## src/sv/sfcc_pkg.sv

```systemverilog
// ----------------------------------------------------------------------------
// sfcc_pkg
// Types, constants and the CRC-8 byte update for the sensor frame checker.
// ----------------------------------------------------------------------------
package sfcc_pkg;

	localparam logic [7:0] CRC_POLY = 8'h31;
	localparam logic [7:0] CRC_INIT = 8'hFF;
	localparam logic [7:0] CRC_TOP = 8'h80;
	localparam logic [2:0] BYTES_PER_WORD = 3'd3;
	localparam logic [2:0] POS_MAX = 3'd7;

	localparam logic [1:0] ERR_OK = 2'd0;
	localparam logic [1:0] ERR_LENGTH = 2'd1;
	localparam logic [1:0] ERR_CRC = 2'd2;

	localparam logic [1:0] SLOT_HIGH = 2'd0;
	localparam logic [1:0] SLOT_LOW = 2'd1;
	localparam logic [1:0] SLOT_CHECK = 2'd2;

	typedef struct packed {
		logic [7:0] data_byte;
		logic end_of_frame;
	} rx_item_t;

	typedef struct packed {
		logic [15:0] temperature_raw;
		logic [15:0] humidity_raw;
		logic reading_good;
		logic [1:0] error_code;
	} reading_t;

	typedef struct packed {
		logic [1:0] code;
		logic [15:0] word0;
		logic [15:0] word1;
	} frame_status_t;

	function automatic logic [7:0] crc8_step(input logic [7:0] acc, input logic [7:0] b);
		logic [7:0] c;
		c = acc ^ b;
		for (int k = 0; k < 8; k++) begin
			if ((c & CRC_TOP) != 8'h00) begin
				c = {c[6:0], 1'b0} ^ CRC_POLY;
			end else begin
				c = {c[6:0], 1'b0};
			end
		end
		return c;
	endfunction

endpackage

```

## src/sv/sfcc_frame_track.sv

```systemverilog
// ----------------------------------------------------------------------------
// sfcc_frame_track
// Byte position, running CRC, mismatch flag and word capture for one frame.
// ----------------------------------------------------------------------------
module sfcc_frame_track
	import sfcc_pkg::*;
#(
	parameter int FRAME_BYTES = 6
) (
	input  logic clk,
	input  logic arst_n,
	input  logic advance,
	input  rx_item_t item,
	output frame_status_t status
);

	logic [7:0] crc_q;
	logic [2:0] pos_q;
	logic fail_q;
	logic [15:0] hold_q [2];

	logic in_frame;
	logic second;
	logic [1:0] slot;
	logic [7:0] crc_upd;
	logic check_bad;
	logic fail_next;
	logic [2:0] count;
	logic [7:0] crc_next;
	logic [15:0] hold_nx [2];

	assign in_frame = pos_q < 3'(FRAME_BYTES);
	assign second = pos_q >= BYTES_PER_WORD;
	assign slot = second ? 2'(pos_q - BYTES_PER_WORD) : 2'(pos_q);
	assign crc_upd = crc8_step((slot == SLOT_HIGH) ? CRC_INIT : crc_q, item.data_byte);
	assign check_bad = in_frame && (slot == SLOT_CHECK) && (crc_q != item.data_byte);
	assign fail_next = fail_q | check_bad;
	assign count = (pos_q == POS_MAX) ? POS_MAX : pos_q + 3'd1;

	always_comb begin
		crc_next = crc_q;
		if (in_frame) begin
			crc_next = (slot == SLOT_CHECK) ? CRC_INIT : crc_upd;
		end
	end

	always_comb begin
		for (int i = 0; i < 2; i++) begin
			hold_nx[i] = hold_q[i];
			if (in_frame && (second == 1'(i))) begin
				if (slot == SLOT_HIGH) begin
					hold_nx[i][15:8] = item.data_byte;
				end else if (slot == SLOT_LOW) begin
					hold_nx[i][7:0] = item.data_byte;
				end
			end
		end
	end

	always_comb begin
		if (count != 3'(FRAME_BYTES)) begin
			status.code = ERR_LENGTH;
		end else if (fail_next) begin
			status.code = ERR_CRC;
		end else begin
			status.code = ERR_OK;
		end
		status.word0 = hold_nx[0];
		status.word1 = hold_nx[1];
	end

	always_ff @(posedge clk or negedge arst_n) begin
		if (!arst_n) begin
			crc_q <= CRC_INIT;
			pos_q <= 3'd0;
			fail_q <= 1'b0;
		end else if (advance) begin
			if (item.end_of_frame) begin
				crc_q <= CRC_INIT;
				pos_q <= 3'd0;
				fail_q <= 1'b0;
			end else begin
				crc_q <= crc_next;
				pos_q <= count;
				fail_q <= fail_next;
			end
		end
	end

	always_ff @(posedge clk) begin
		if (advance) begin
			hold_q[0] <= hold_nx[0];
			hold_q[1] <= hold_nx[1];
		end
	end

endmodule
```

## config.mk

```make
export PLATFORM = sky130hd
export DESIGN_NAME = sfcc_frame_track
export DESIGN_NICKNAME = d
export VERILOG_FILES = /design/src/sv/sfcc_pkg.sv /design/src/sv/sfcc_frame_track.sv
export SDC_FILE = /design/constraint.sdc
export NUM_CORES = 1
export LEC_CHECK = 0
export ABC_AREA = 1
export ABC_CLOCK_PERIOD_IN_PS = 2900
export CAP_MARGIN = 25
export CORE_MARGIN = 3
export CORE_UTILIZATION = 55
export DETAILED_ROUTE_END_ITERATION = 7
export DONT_BUFFER_PORTS = 1
export PLACE_DENSITY = 0.75
export RECOVER_POWER = 50
export SYNTH_ARGS = -nofsm -noshare
export SYNTH_HDL_FRONTEND = slang
export SYNTH_SLANG_ARGS = --single-unit
```

## constraint.sdc

```tcl
create_clock -name clk -period 2.9 [get_ports clk]
set_input_delay 0 -clock clk [delete_from_list [all_inputs] [get_ports clk]]
set_output_delay 0 -clock clk [all_outputs]
set_load 0.01 [all_outputs]
```

======== Word-level counts from Yosys, hierarchy flattened ========
Memory sizes are Yosys's and may differ from the RTL's.
Cells that the tools add are included.
word-level totals
  register bits ........................... 12
  RAM bits ................................ 32
  input port bits ......................... 12
  output and inout port bits .............. 34
  logic and storage cells ................. 59
  memories kept ........................... 1
operators by class
  add/subtract/negate cells ............... 2
  $lt $le $gt $ge ......................... 2
  eq/ne operators ......................... 5
  multiplexer cells ....................... 28
  bitwise gates (word level) .............. 11
  reduce and logical (&&, ||, !) cells .... 7
memory list
  name    words  width  read ports  clocked after Yosys merged registers in  write ports  line                    text
  hold_q  2      16     2           0                                        2            sfcc_frame_track.sv:20  logic [15:0] hold_q [2];
operators with widths
  cell                                                  count
  2-to-1 mux 8 bit                                      10
  2-to-1 mux 6 bit                                      8
  2-to-1 mux 16 bit                                     2
  inverter 3 bit                                        8
  inequality test 8 bit                                 1
  bitwise XOR 8 bit                                     1
  2-to-1 mux 2 bit                                      3
  2-to-1 mux 3 bit                                      2
  logical AND 1 bit                                     4
  adder 3 x 1 -> 3 bit (second input constant)          1
  == test 3 bit (second input constant)                 1
  >= comparator 3 x 2 -> 1 bit (second input constant)  1
  less-than comparator 3 bit (second input constant)    1
  2-to-1 mux 1 bit                                      3
  inequality test 3 bit (second input constant)         1
  == test 2 x 1 -> 1 bit (second input constant)        1
  == test 2 bit (second input constant)                 1
  logical NOT 2 bit                                     1
  AND reduction 2 bit                                   1
  nonzero test 2 bit                                    1
  subtractor 2 bit (second input constant)              1
  inverter 1 bit                                        1
  bitwise OR 1 bit                                      1

======== Logic depth before layout (Yosys ltp) ========
Gate-level depths: netlist of run 1.
  word-level depth ........................ 24
  depth in mapped cells ................... 19
  mapped depth without buffers ............ 19

======== Least setup slack after synthesis of run 1 ========
No wires, ideal clock.
  path type ............................... reg2reg
  start ................................... register pos_q[0]
  end ..................................... memory hold_q[1][0], in the netlist hold_q[0][16] (data pin)
  library setup time ...................... 0.320 ns
  data arrival time ....................... 1.889 ns
  required time ........................... 2.580 ns
  setup slack ............................. 0.691 ns
  cell stages (with the launch flop) ...... 9
  path buffers ............................ 1
  clock period less this slack ............ 2.209 ns
  path through ............................ dfrtp_1 > ha_1 > nor2_4 > nand2_4 > nand2_4 > nand2_4 > buf_6 > nor3_1 > o22ai_1
RTL lines
  item                    line                    text
  from (decl)             sfcc_frame_track.sv:18  logic [2:0] pos_q;
  from (signal assigned)  sfcc_frame_track.sv:84  pos_q <= count;
  to (decl)               sfcc_frame_track.sv:20

==> impl_metrics.xml, run 1 <==
<?xml version="1.0" encoding="UTF-8"?>
<metrics>
  <group name="timing">
    <metric name="layout_worst_path_cycle_share" unit="%">87.4</metric>
    <metric name="timing.final.hold_violations" unit="">0</metric>
    <metric name="timing_max_transition_violations_final" unit="">38</metric>
    <metric name="final.setup_skew" unit="ps">10.8</metric>
    <metric name="layout_setup_ws" unit="ps">365</metric>
    <metric name="setup_repair_after_global_routing_missed_its_margin" unit="">false</metric>
    <metric name="maxClockFrequency" unit="MHz">395</metric>
    <metric name="max_slew.worst_pin.slew" unit="ps">1820</metric>
    <metric name="fin_crit" unit="ps">2530</metric>
    <metric name="max-slew-margin-rel" unit="%">-21.1</metric>
    <metric name="report.final.setup_viol" unit="">0</metric>
    <metric name="setup-tns-final" unit="ps">0</metric>
  </group>
  <group name="synth">
    <metric name="synthesis.yosys.warnings" unit="">0</metric>
    <metric name="synth.net_count" unit="">296</metric>
    <metric name="synth.top_cell.area_share" unit="%">38.4</metric>
    <metric name="synth_area_per_cell" unit="um2">8.86</metric>
    <metric name="yosys.area.top_type" unit="">edfxtp_1</metric>
    <metric name="synth-seq-area-share" unit="%">50.9</metric>
    <metric name="synth_cells" unit="">282</metric>
    <metric name="synth.lib_cells_used.distinct" unit="">29</metric>
    <metric name="synthesis.area" unit="mm2">0.00250</metric>
    <metric name="leading_cell_types_by_total_area_after_synthesis" unit="">edfxtp_1, nand2_1, dfstp_2</metric>
    <metric name="synth-seq-cells" unit="">44</metric>
  </group>
  <group name="drt">
    <metric name="number_of_iterations_in_the_first_detailed_routing_pass" unit="">6</metric>
    <metric name="antenna_left" unit="">0</metric>
    <metric name="post_drt_via_cell_ratio" unit="">5.74</metric>
    <metric name="wl_per_cell" unit="um">16.4</metric>
    <metric name="routed_wl" unit="um">5920</metric>
    <metric name="vias" unit="">2066</metric>
    <metric name="drt_drc_violations_left" unit="">0</metric>
    <metric name="detailedRoute.firstIterationViolations" unit="">215</metric>
  </group>
  <group name="hold_path">
    <metric name="worstHoldPathType" unit="">primary input to flop</metric>
    <metric name="worstHoldPathCells" unit="">2</metric>
  </group>
  <group name="layout">
    <metric name="seqCellArea" unit="mm2">0.00127</metric>
    <metric name="n_antenna_cell" unit="">0</metric>
    <metric name="ratio_of_cells_with_drive_above_1_in_the_final_layout" unit="%">21.0</metric>
    <metric name="flow.area_growth_from_synthesis" unit="%">12.1</metric>
    <metric name="area_of_the_multi_input_gates" unit="mm2">0.00102</metric>
    <metric name="n_fill_cell" unit="">319</metric>
    <metric name="final_net_count" unit="">323</metric>
  </group>
  <group name="placement">
    <metric name="final_weighted_congestion_of_routability_driven_global_placement" unit="">0.956</metric>
    <metric name="hpwlAfterDp" unit="um">4440</metric>
    <metric name="place_ws" unit="ps">588</metric>
    <metric name="place.port_buffers" unit="">0</metric>
  </group>
  <group name="clock_network">
    <metric name="clock-root-buffer" unit="">clkbuf_8</metric>
    <metric name="number_of_sinks_handled_by_clock_tree_synthesis" unit="">44</metric>
    <metric name="htreeDepth" unit="">2</metric>
    <metric name="clk_transition_reported_paths" unit="ps">80</metric>
    <metric name="clock_latency" unit="ps">300</metric>
    <metric name="clock_tree_from_tritoncts" unit="">done</metric>
    <metric name="ctsHoldBuffers" unit="">4</metric>
    <metric name="clk_path_buf_depth" unit="">2</metric>
    <metric name="ctsResizeCount" unit="">0</metric>
    <metric name="cts_setup_buffers" unit="">0</metric>
    <metric name="cts_inserted_buffers" unit="">5</metric>
  </group>
  <group name="critical_path">
    <metric name="critPathKind" unit="">flop to output pin</metric>
    <metric name="crit_path_cell_trace" unit="">ha_1, nor2_4, nand2_2, nand2_4, inv_1, nor2_1, nand2_1, o21ai_0, buf_4</metric>
    <metric name="cp_data_required_time" unit="ps">2900</metric>
    <metric name="end_kind" unit="">output pin</metric>
    <metric name="worstPathMaxFanout" unit="">10</metric>
    <metric name="worst_path_max_delay_cell" unit="">dfrtp_1</metric>
    <metric name="r2r.worst_path.cells" unit="">16</metric>
    <metric name="crit_path_start_kind" unit="">flop</metric>
    <metric name="worst_path_largest_cell_delay" unit="ps">420</metric>
    <metric name="cp_data_arrival_time" unit="ps">2530</metric>
  </group>
  <group name="floorplan">
    <metric name="fp.dieH" unit="um">73.4</metric>
    <metric name="fp-row-count" unit="">23</metric>
    <metric name="design.core.area" unit="mm2">0.00420</metric>
    <metric name="initial_core_util" unit="%">59.5</metric>
    <metric name="die-width" unit="um">73.4</metric>
    <metric name="die_area" unit="mm2">0.00539</metric>
    <metric name="top_level_ports" unit="">46</metric>
  </group>
  <group name="global_route">
    <metric name="number_of_global_route_vias_before_repair" unit="">2008</metric>
    <metric name="gr-total-overflow" unit="">0</metric>
    <metric name="grt_antenna_before_repair" unit="">0</metric>
    <metric name="grt_pass1_wl" unit="um">9660</metric>
    <metric name="grt_use_total" unit="%">23.2</metric>
    <metric name="grt_start_max_net_pins" unit="">38</metric>
  </group>
  <group name="flow_run">
    <metric name="max_cap_violations" unit="">1</metric>
  </group>
  <group name="power_and_ir_drop">
    <metric name="power.leakage" unit="nW">1.23</metric>
    <metric name="clkPwrFrac" unit="%">19.2</metric>
    <metric name="comb_power_share" unit="%">42.9</metric>
    <metric name="share_seq_of_total_power" unit="%">37.9</metric>
    <metric name="worst_ir_drop_vdd" unit="mV">0.356</metric>
    <metric name="internal_power" unit="mW">1.47</metric>
    <metric name="switchingPower" unit="uW">953</metric>
    <metric name="finalPower" unit="mW">2.42</metric>
    <metric name="pwr_density_cell" unit="mW/mm2">863</metric>
    <metric name="switching_share" unit="%">39.4</metric>
  </group>
  <group name="run_status">
    <metric name="violations" unit="">capacitance limit, slew limit</metric>
    <metric name="status" unit="">finished, violations left</metric>
  </group>
</metrics>
==> registers in the layout (all words and copies together), names as in the netlist <==
register / cells
pos_q: 3
hold_q: 32
fail_q: 1
crc_q: 8
==> power groups by stage <==
stage	clock, mW	combinational [mW]	sequential [mW]
6_report	0.465	1.04	0.917
5_1_grt	0.495	1.16	0.927
4_1_cts	0.471	1.04	0.915
3_3_place_gp	0	0.994	0.925
2_1_floorplan	0	0.782	0.905
3_5_place_dp	0	1.01	0.930
==> cell usage after synthesis, drive strengths merged <==
cell type  count
a21boi         1
a21oi          4
a31oi          1
buf            3
clkbuf         3
dfrtp          4
dfstp          8
edfxtp        32
ha             2
inv           36
nand2         85
nand3         26
nand3b         1
nand4          2
nor2           7
nor3           1
o21ai         43
o22ai         13
or2            2
xnor2          7
xor2           1
==> area by class of cell <==
class                   instances  area share, %
inverters                      36           4.91
well taps                      50           2.23
clock buffers                   6           2.59
clock inverters                 2           1.25
multi-input cells             196           36.6
repair buffers                 26           7.10
flip-flops and latches         44           45.4
==> per-stage QoR <==
step	util [%]	instances	hold WS (ps)	instance area (um2)
floorplan	-	282	-296	2500
global placement	64.0	348	-295	2690
detailed placement	64.0	348	-295	2690
CTS	67.7	360	30.4	2850
global route	66.7	360	34.7	2800
finish	66.7	360	31.9	2800
==> kinds of logic (layout without fill, tap and decap cells) <==
kind of cell / after synthesis / count (layout) / share of synthesized area [%]
buffers and inverters: 42 / 70 / 7.06
AND/OR/NAND/NOR: 124 / 124 / 24.9
flip-flops: 44 / 44 / 50.9
XOR/XNOR: 8 / 8 / 2.80
AO/OA/AOI/OAI: 62 / 62 / 13.4
adder cells (fa/ha/maj): 2 / 2 / 1.00
==> final timing paths <==
path	start	end	slack [ps]
max	pos_q[1]	status[17]	370
min	item[6]	hold_q[0][21]	30
max reg2reg	pos_q[1]	crc_q[7]	530
min reg2reg	crc_q[2]	crc_q[2]	490
max in group asynchronous	arst_n	pos_q[2]	2370
min in group asynchronous	arst_n	pos_q[1]	140
==> layout by cell type (no fill, tap or decap) <==
master	Yosys	routed
a21boi_0	1	1
a21oi_1	4	4
a31oi_1	1	1
buf_4	0	22
bufinv_16	0	1
clkbuf_1	3	2
clkbuf_8	0	5
clkinv_2	0	1
dfrtp_1	4	4
dfstp_2	8	8
dlygate4sd3_1	0	3
edfxtp_1	32	32
ha_1	2	2
inv_1	28	28
inv_2	7	7
inv_4	1	1
nand2_1	70	71
nand2_2	8	8
nand2_4	7	6
nand3_1	20	24
nand3_2	6	2
nand3b_1	1	1
nand4_1	2	2
nor2_1	6	6
nor2_4	1	1
nor3_1	1	1
o21ai_0	42	42
o21ai_2	1	1
o22ai_1	13	13
or2_2	2	2
xnor2_1	7	7
xor2_1	1	1
==> worst max-delay path: cells and delay by family, from the launching register on <==
family / cells / cell delay, ps
AND/OR/NAND/NOR: 5 / 1010
flip-flops: 1 / 420
AO/OA/AOI/OAI: 1 / 290
adder cells (fa/ha/maj): 1 / 250
buffers and inverters: 2 / 250
==> layer usage <==
metal,vias to the layer above,routed length [um],GRT usage [%]
met4,0,95,8.05
met1,962,2490,29.3
met3,10,616,8.21
li1,1009,-,-
met2,85,2720,37.0
met5,-,0,0
No activity file was read; power rests on OpenSTA's default activity.
==> run 2, diff against run 1 <==
- CORE_ASPECT_RATIO: default -> 1.25
- TNS_END_PERCENT: default -> 100
==> impl_metrics.xml, run 2 (synthesis results as in run 1) <==
<?xml version="1.0" encoding="UTF-8"?>
<metrics>
  <group name="layout">
    <metric name="reg_top3" unit="">hold_q (32), crc_q (8), pos_q (3)</metric>
    <metric name="regMostFlops" unit="">hold_q</metric>
    <metric name="mostFrequentLayoutCell" unit="">nand2_1</metric>
    <metric name="ratio_of_cells_with_drive_above_1_in_the_final_layout" unit="%">21.2</metric>
    <metric name="fin_area" unit="mm2">0.00280</metric>
    <metric name="n_antenna_cell" unit="">0</metric>
    <metric name="n_fill_cell" unit="">365</metric>
    <metric name="flow.area_growth_from_synthesis" unit="%">11.9</metric>
    <metric name="most-common-layout-cells" unit="">nand2_1, o21ai_0, edfxtp_1, inv_1, nand3_1</metric>
    <metric name="flip_flop_count_of_the_largest_register_all_copies_and_words_added" unit="">32</metric>
    <metric name="final_net_count" unit="">319</metric>
  </group>
  <group name="drt">
    <metric name="detailedRoute.firstIterationViolations" unit="">209</metric>
    <metric name="wl_per_cell" unit="um">16.0</metric>
    <metric name="vias" unit="">2085</metric>
    <metric name="post_drt_via_cell_ratio" unit="">5.76</metric>
    <metric name="routed_wl" unit="um">5800</metric>
    <metric name="number_of_iterations_in_the_first_detailed_routing_pass" unit="">4</metric>
    <metric name="antenna_left" unit="">0</metric>
    <metric name="drt_drc_violations_left" unit="">0</metric>
  </group>
  <group name="critical_path">
    <metric name="cp_data_required_time" unit="ps">2900</metric>
    <metric name="cp_top_family" unit="">simple AND/OR/NAND/NOR gates</metric>
    <metric name="worstPathMaxFanout" unit="">14</metric>
    <metric name="worst_path_max_delay_cell" unit="">dfrtp_2</metric>
    <metric name="critPathKind" unit="">flop to output pin</metric>
    <metric name="crit_path_cell_trace" unit="">ha_1, nor2_4, nand2_2, nand2_4, inv_1, nor2_2, nand2_1, o21ai_0, buf_4</metric>
    <metric name="end_kind" unit="">output pin</metric>
    <metric name="crit_path_start_kind" unit="">flop</metric>
    <metric name="cp_data_arrival_time" unit="ps">2530</metric>
    <metric name="critical_path.n_buffers_inverters" unit="">2</metric>
    <metric name="worst_path_largest_cell_delay" unit="ps">510</metric>
  </group>
  <group name="clock_network">
    <metric name="number_of_sinks_handled_by_clock_tree_synthesis" unit="">44</metric>
    <metric name="clock_tree_from_tritoncts" unit="">done</metric>
    <metric name="htreeDepth" unit="">2</metric>
    <metric name="clock-root-buffer" unit="">clkbuf_8</metric>
    <metric name="clk_transition_reported_paths" unit="ps">80</metric>
    <metric name="cts_setup_buffers" unit="">0</metric>
    <metric name="cts_inserted_buffers" unit="">5</metric>
    <metric name="clk_path_buf_depth" unit="">2</metric>
    <metric name="clock_latency" unit="ps">290</metric>
  </group>
  <group name="timing">
    <metric name="timing_max_transition_violations_final" unit="">38</metric>
    <metric name="final.setup_skew" unit="ps">4.13</metric>
    <metric name="max-slew-margin-rel" unit="%">-22.6</metric>
    <metric name="report.final.setup_viol" unit="">0</metric>
    <metric name="layout_worst_path_cycle_share" unit="%">87.3</metric>
    <metric name="hold_ws" unit="ps">30.2</metric>
    <metric name="maxClockFrequency" unit="MHz">395</metric>
    <metric name="setup-tns-final" unit="ps">0</metric>
    <metric name="fin_crit" unit="ps">2530</metric>
    <metric name="setup_repair_after_global_routing_missed_its_margin" unit="">false</metric>
    <metric name="timing.final.hold_violations" unit="">0</metric>
    <metric name="max_slew.worst_pin.slew" unit="ps">1840</metric>
  </group>
  <group name="global_route">
    <metric name="grt_use_total" unit="%">23.3</metric>
    <metric name="grt_antenna_before_repair" unit="">0</metric>
    <metric name="grt_pass1_wl" unit="um">9530</metric>
    <metric name="number_of_global_route_vias_before_repair" unit="">1949</metric>
    <metric name="grt_start_max_net_pins" unit="">38</metric>
    <metric name="gr-total-overflow" unit="">0</metric>
  </group>
  <group name="placement">
    <metric name="postPlaceCellArea" unit="mm2">0.00267</metric>
    <metric name="final_weighted_congestion_of_routability_driven_global_placement" unit="">0.883</metric>
    <metric name="hpwlAfterDp" unit="um">4330</metric>
    <metric name="place.port_buffers" unit="">0</metric>
  </group>
  <group name="power_and_ir_drop">
    <metric name="share_seq_of_total_power" unit="%">38.7</metric>
    <metric name="internal_power" unit="mW">1.45</metric>
    <metric name="comb_power_share" unit="%">42.3</metric>
    <metric name="worst_ir_drop_vdd" unit="mV">0.457</metric>
    <metric name="pwr_density_cell" unit="mW/mm2">856</metric>
    <metric name="switching_share" unit="%">39.2</metric>
    <metric name="clkPwrFrac" unit="%">19.0</metric>
    <metric name="power.leakage" unit="nW">1.22</metric>
    <metric name="switchingPower" unit="uW">938</metric>
  </group>
  <group name="floorplan">
    <metric name="initial_core_util" unit="%">59.1</metric>
    <metric name="fp.dieH" unit="um">81.4</metric>
    <metric name="top_level_ports" unit="">46</metric>
    <metric name="die_area" unit="mm2">0.00540</metric>
    <metric name="design.core.area" unit="mm2">0.00423</metric>
    <metric name="fp-row-count" unit="">26</metric>
    <metric name="die-width" unit="um">66.3</metric>
  </group>
  <group name="run_status">
    <metric name="violations" unit="">capacitance limit, slew limit</metric>
    <metric name="status" unit="">finished, violations left</metric>
  </group>
  <group name="hold_path">
    <metric name="worstHoldPathType" unit="">primary input to flop</metric>
  </group>
  <group name="flow_run">
    <metric name="max_cap_violations" unit="">1</metric>
  </group>
</metrics>
run 2: final cells by class:
| type | count | area [um2] | share of cell area, % |
|---|---|---|---|
| Tap cell | 56 | 70.1 | 2.51 |
| Multi-Input combinational cell | 196 | 1040 | 37.2 |
| Clock inverter | 2 | 35.0 | 1.25 |
| Inverter | 36 | 138 | 4.92 |
| Sequential cell | 44 | 1270 | 45.5 |
| Timing Repair Buffer | 22 | 169 | 6.04 |
| Clock buffer | 6 | 72.6 | 2.60 |
run 2: what timing repair did:
action / CTS / global route
hold buffers: 4 / 0
resized for setup: 0 / 2
setup endpoints to repair: 0 / 16
hold endpoints to repair: 49 / 0
run 2: worst paths after layout:
path                                      end      from  slack, ps  cells after the start
worst max register to register       crc_q[7]  pos_q[0]        400                     17
max in group asynchronous            pos_q[0]    arst_n       2390                      1
worst min register to register       crc_q[2]  crc_q[2]        500                      2
min in group asynchronous            pos_q[1]    arst_n        130                      1
worst min-delay path            hold_q[0][21]   item[6]         30                      2
worst max-delay path               status[16]  pos_q[0]        370                      9
run 2: layer usage:
layer	GRT usage (%)	wire length, um	up-vias
met1	28.5	2300	987
met3	4.84	415	15
met5	0	0	-
met2	39.6	2920	79
li1	-	-	1004
met4	9.96	158	0
run 2: through the flow:
step	util [%]	instances	worst slack, ps	total power [mW]
floorplan	-	282	691	1.69
global placement	63.0	350	472	1.89
detailed placement	63.0	350	359	1.92
CTS	66.8	362	117	2.40
global route	66.1	362	108	2.57
finish	66.1	362	369	2.39
run 2: power groups by stage:
stage                     combinational, mW  sequential (mW)  clock [mW]
after floorplan                       0.782            0.905           0
after global placement                0.962            0.931           0
after detailed placement              0.987            0.934           0
after CTS                              1.01            0.922       0.463
after global routing                   1.15            0.936       0.488
final                                  1.01            0.925       0.455
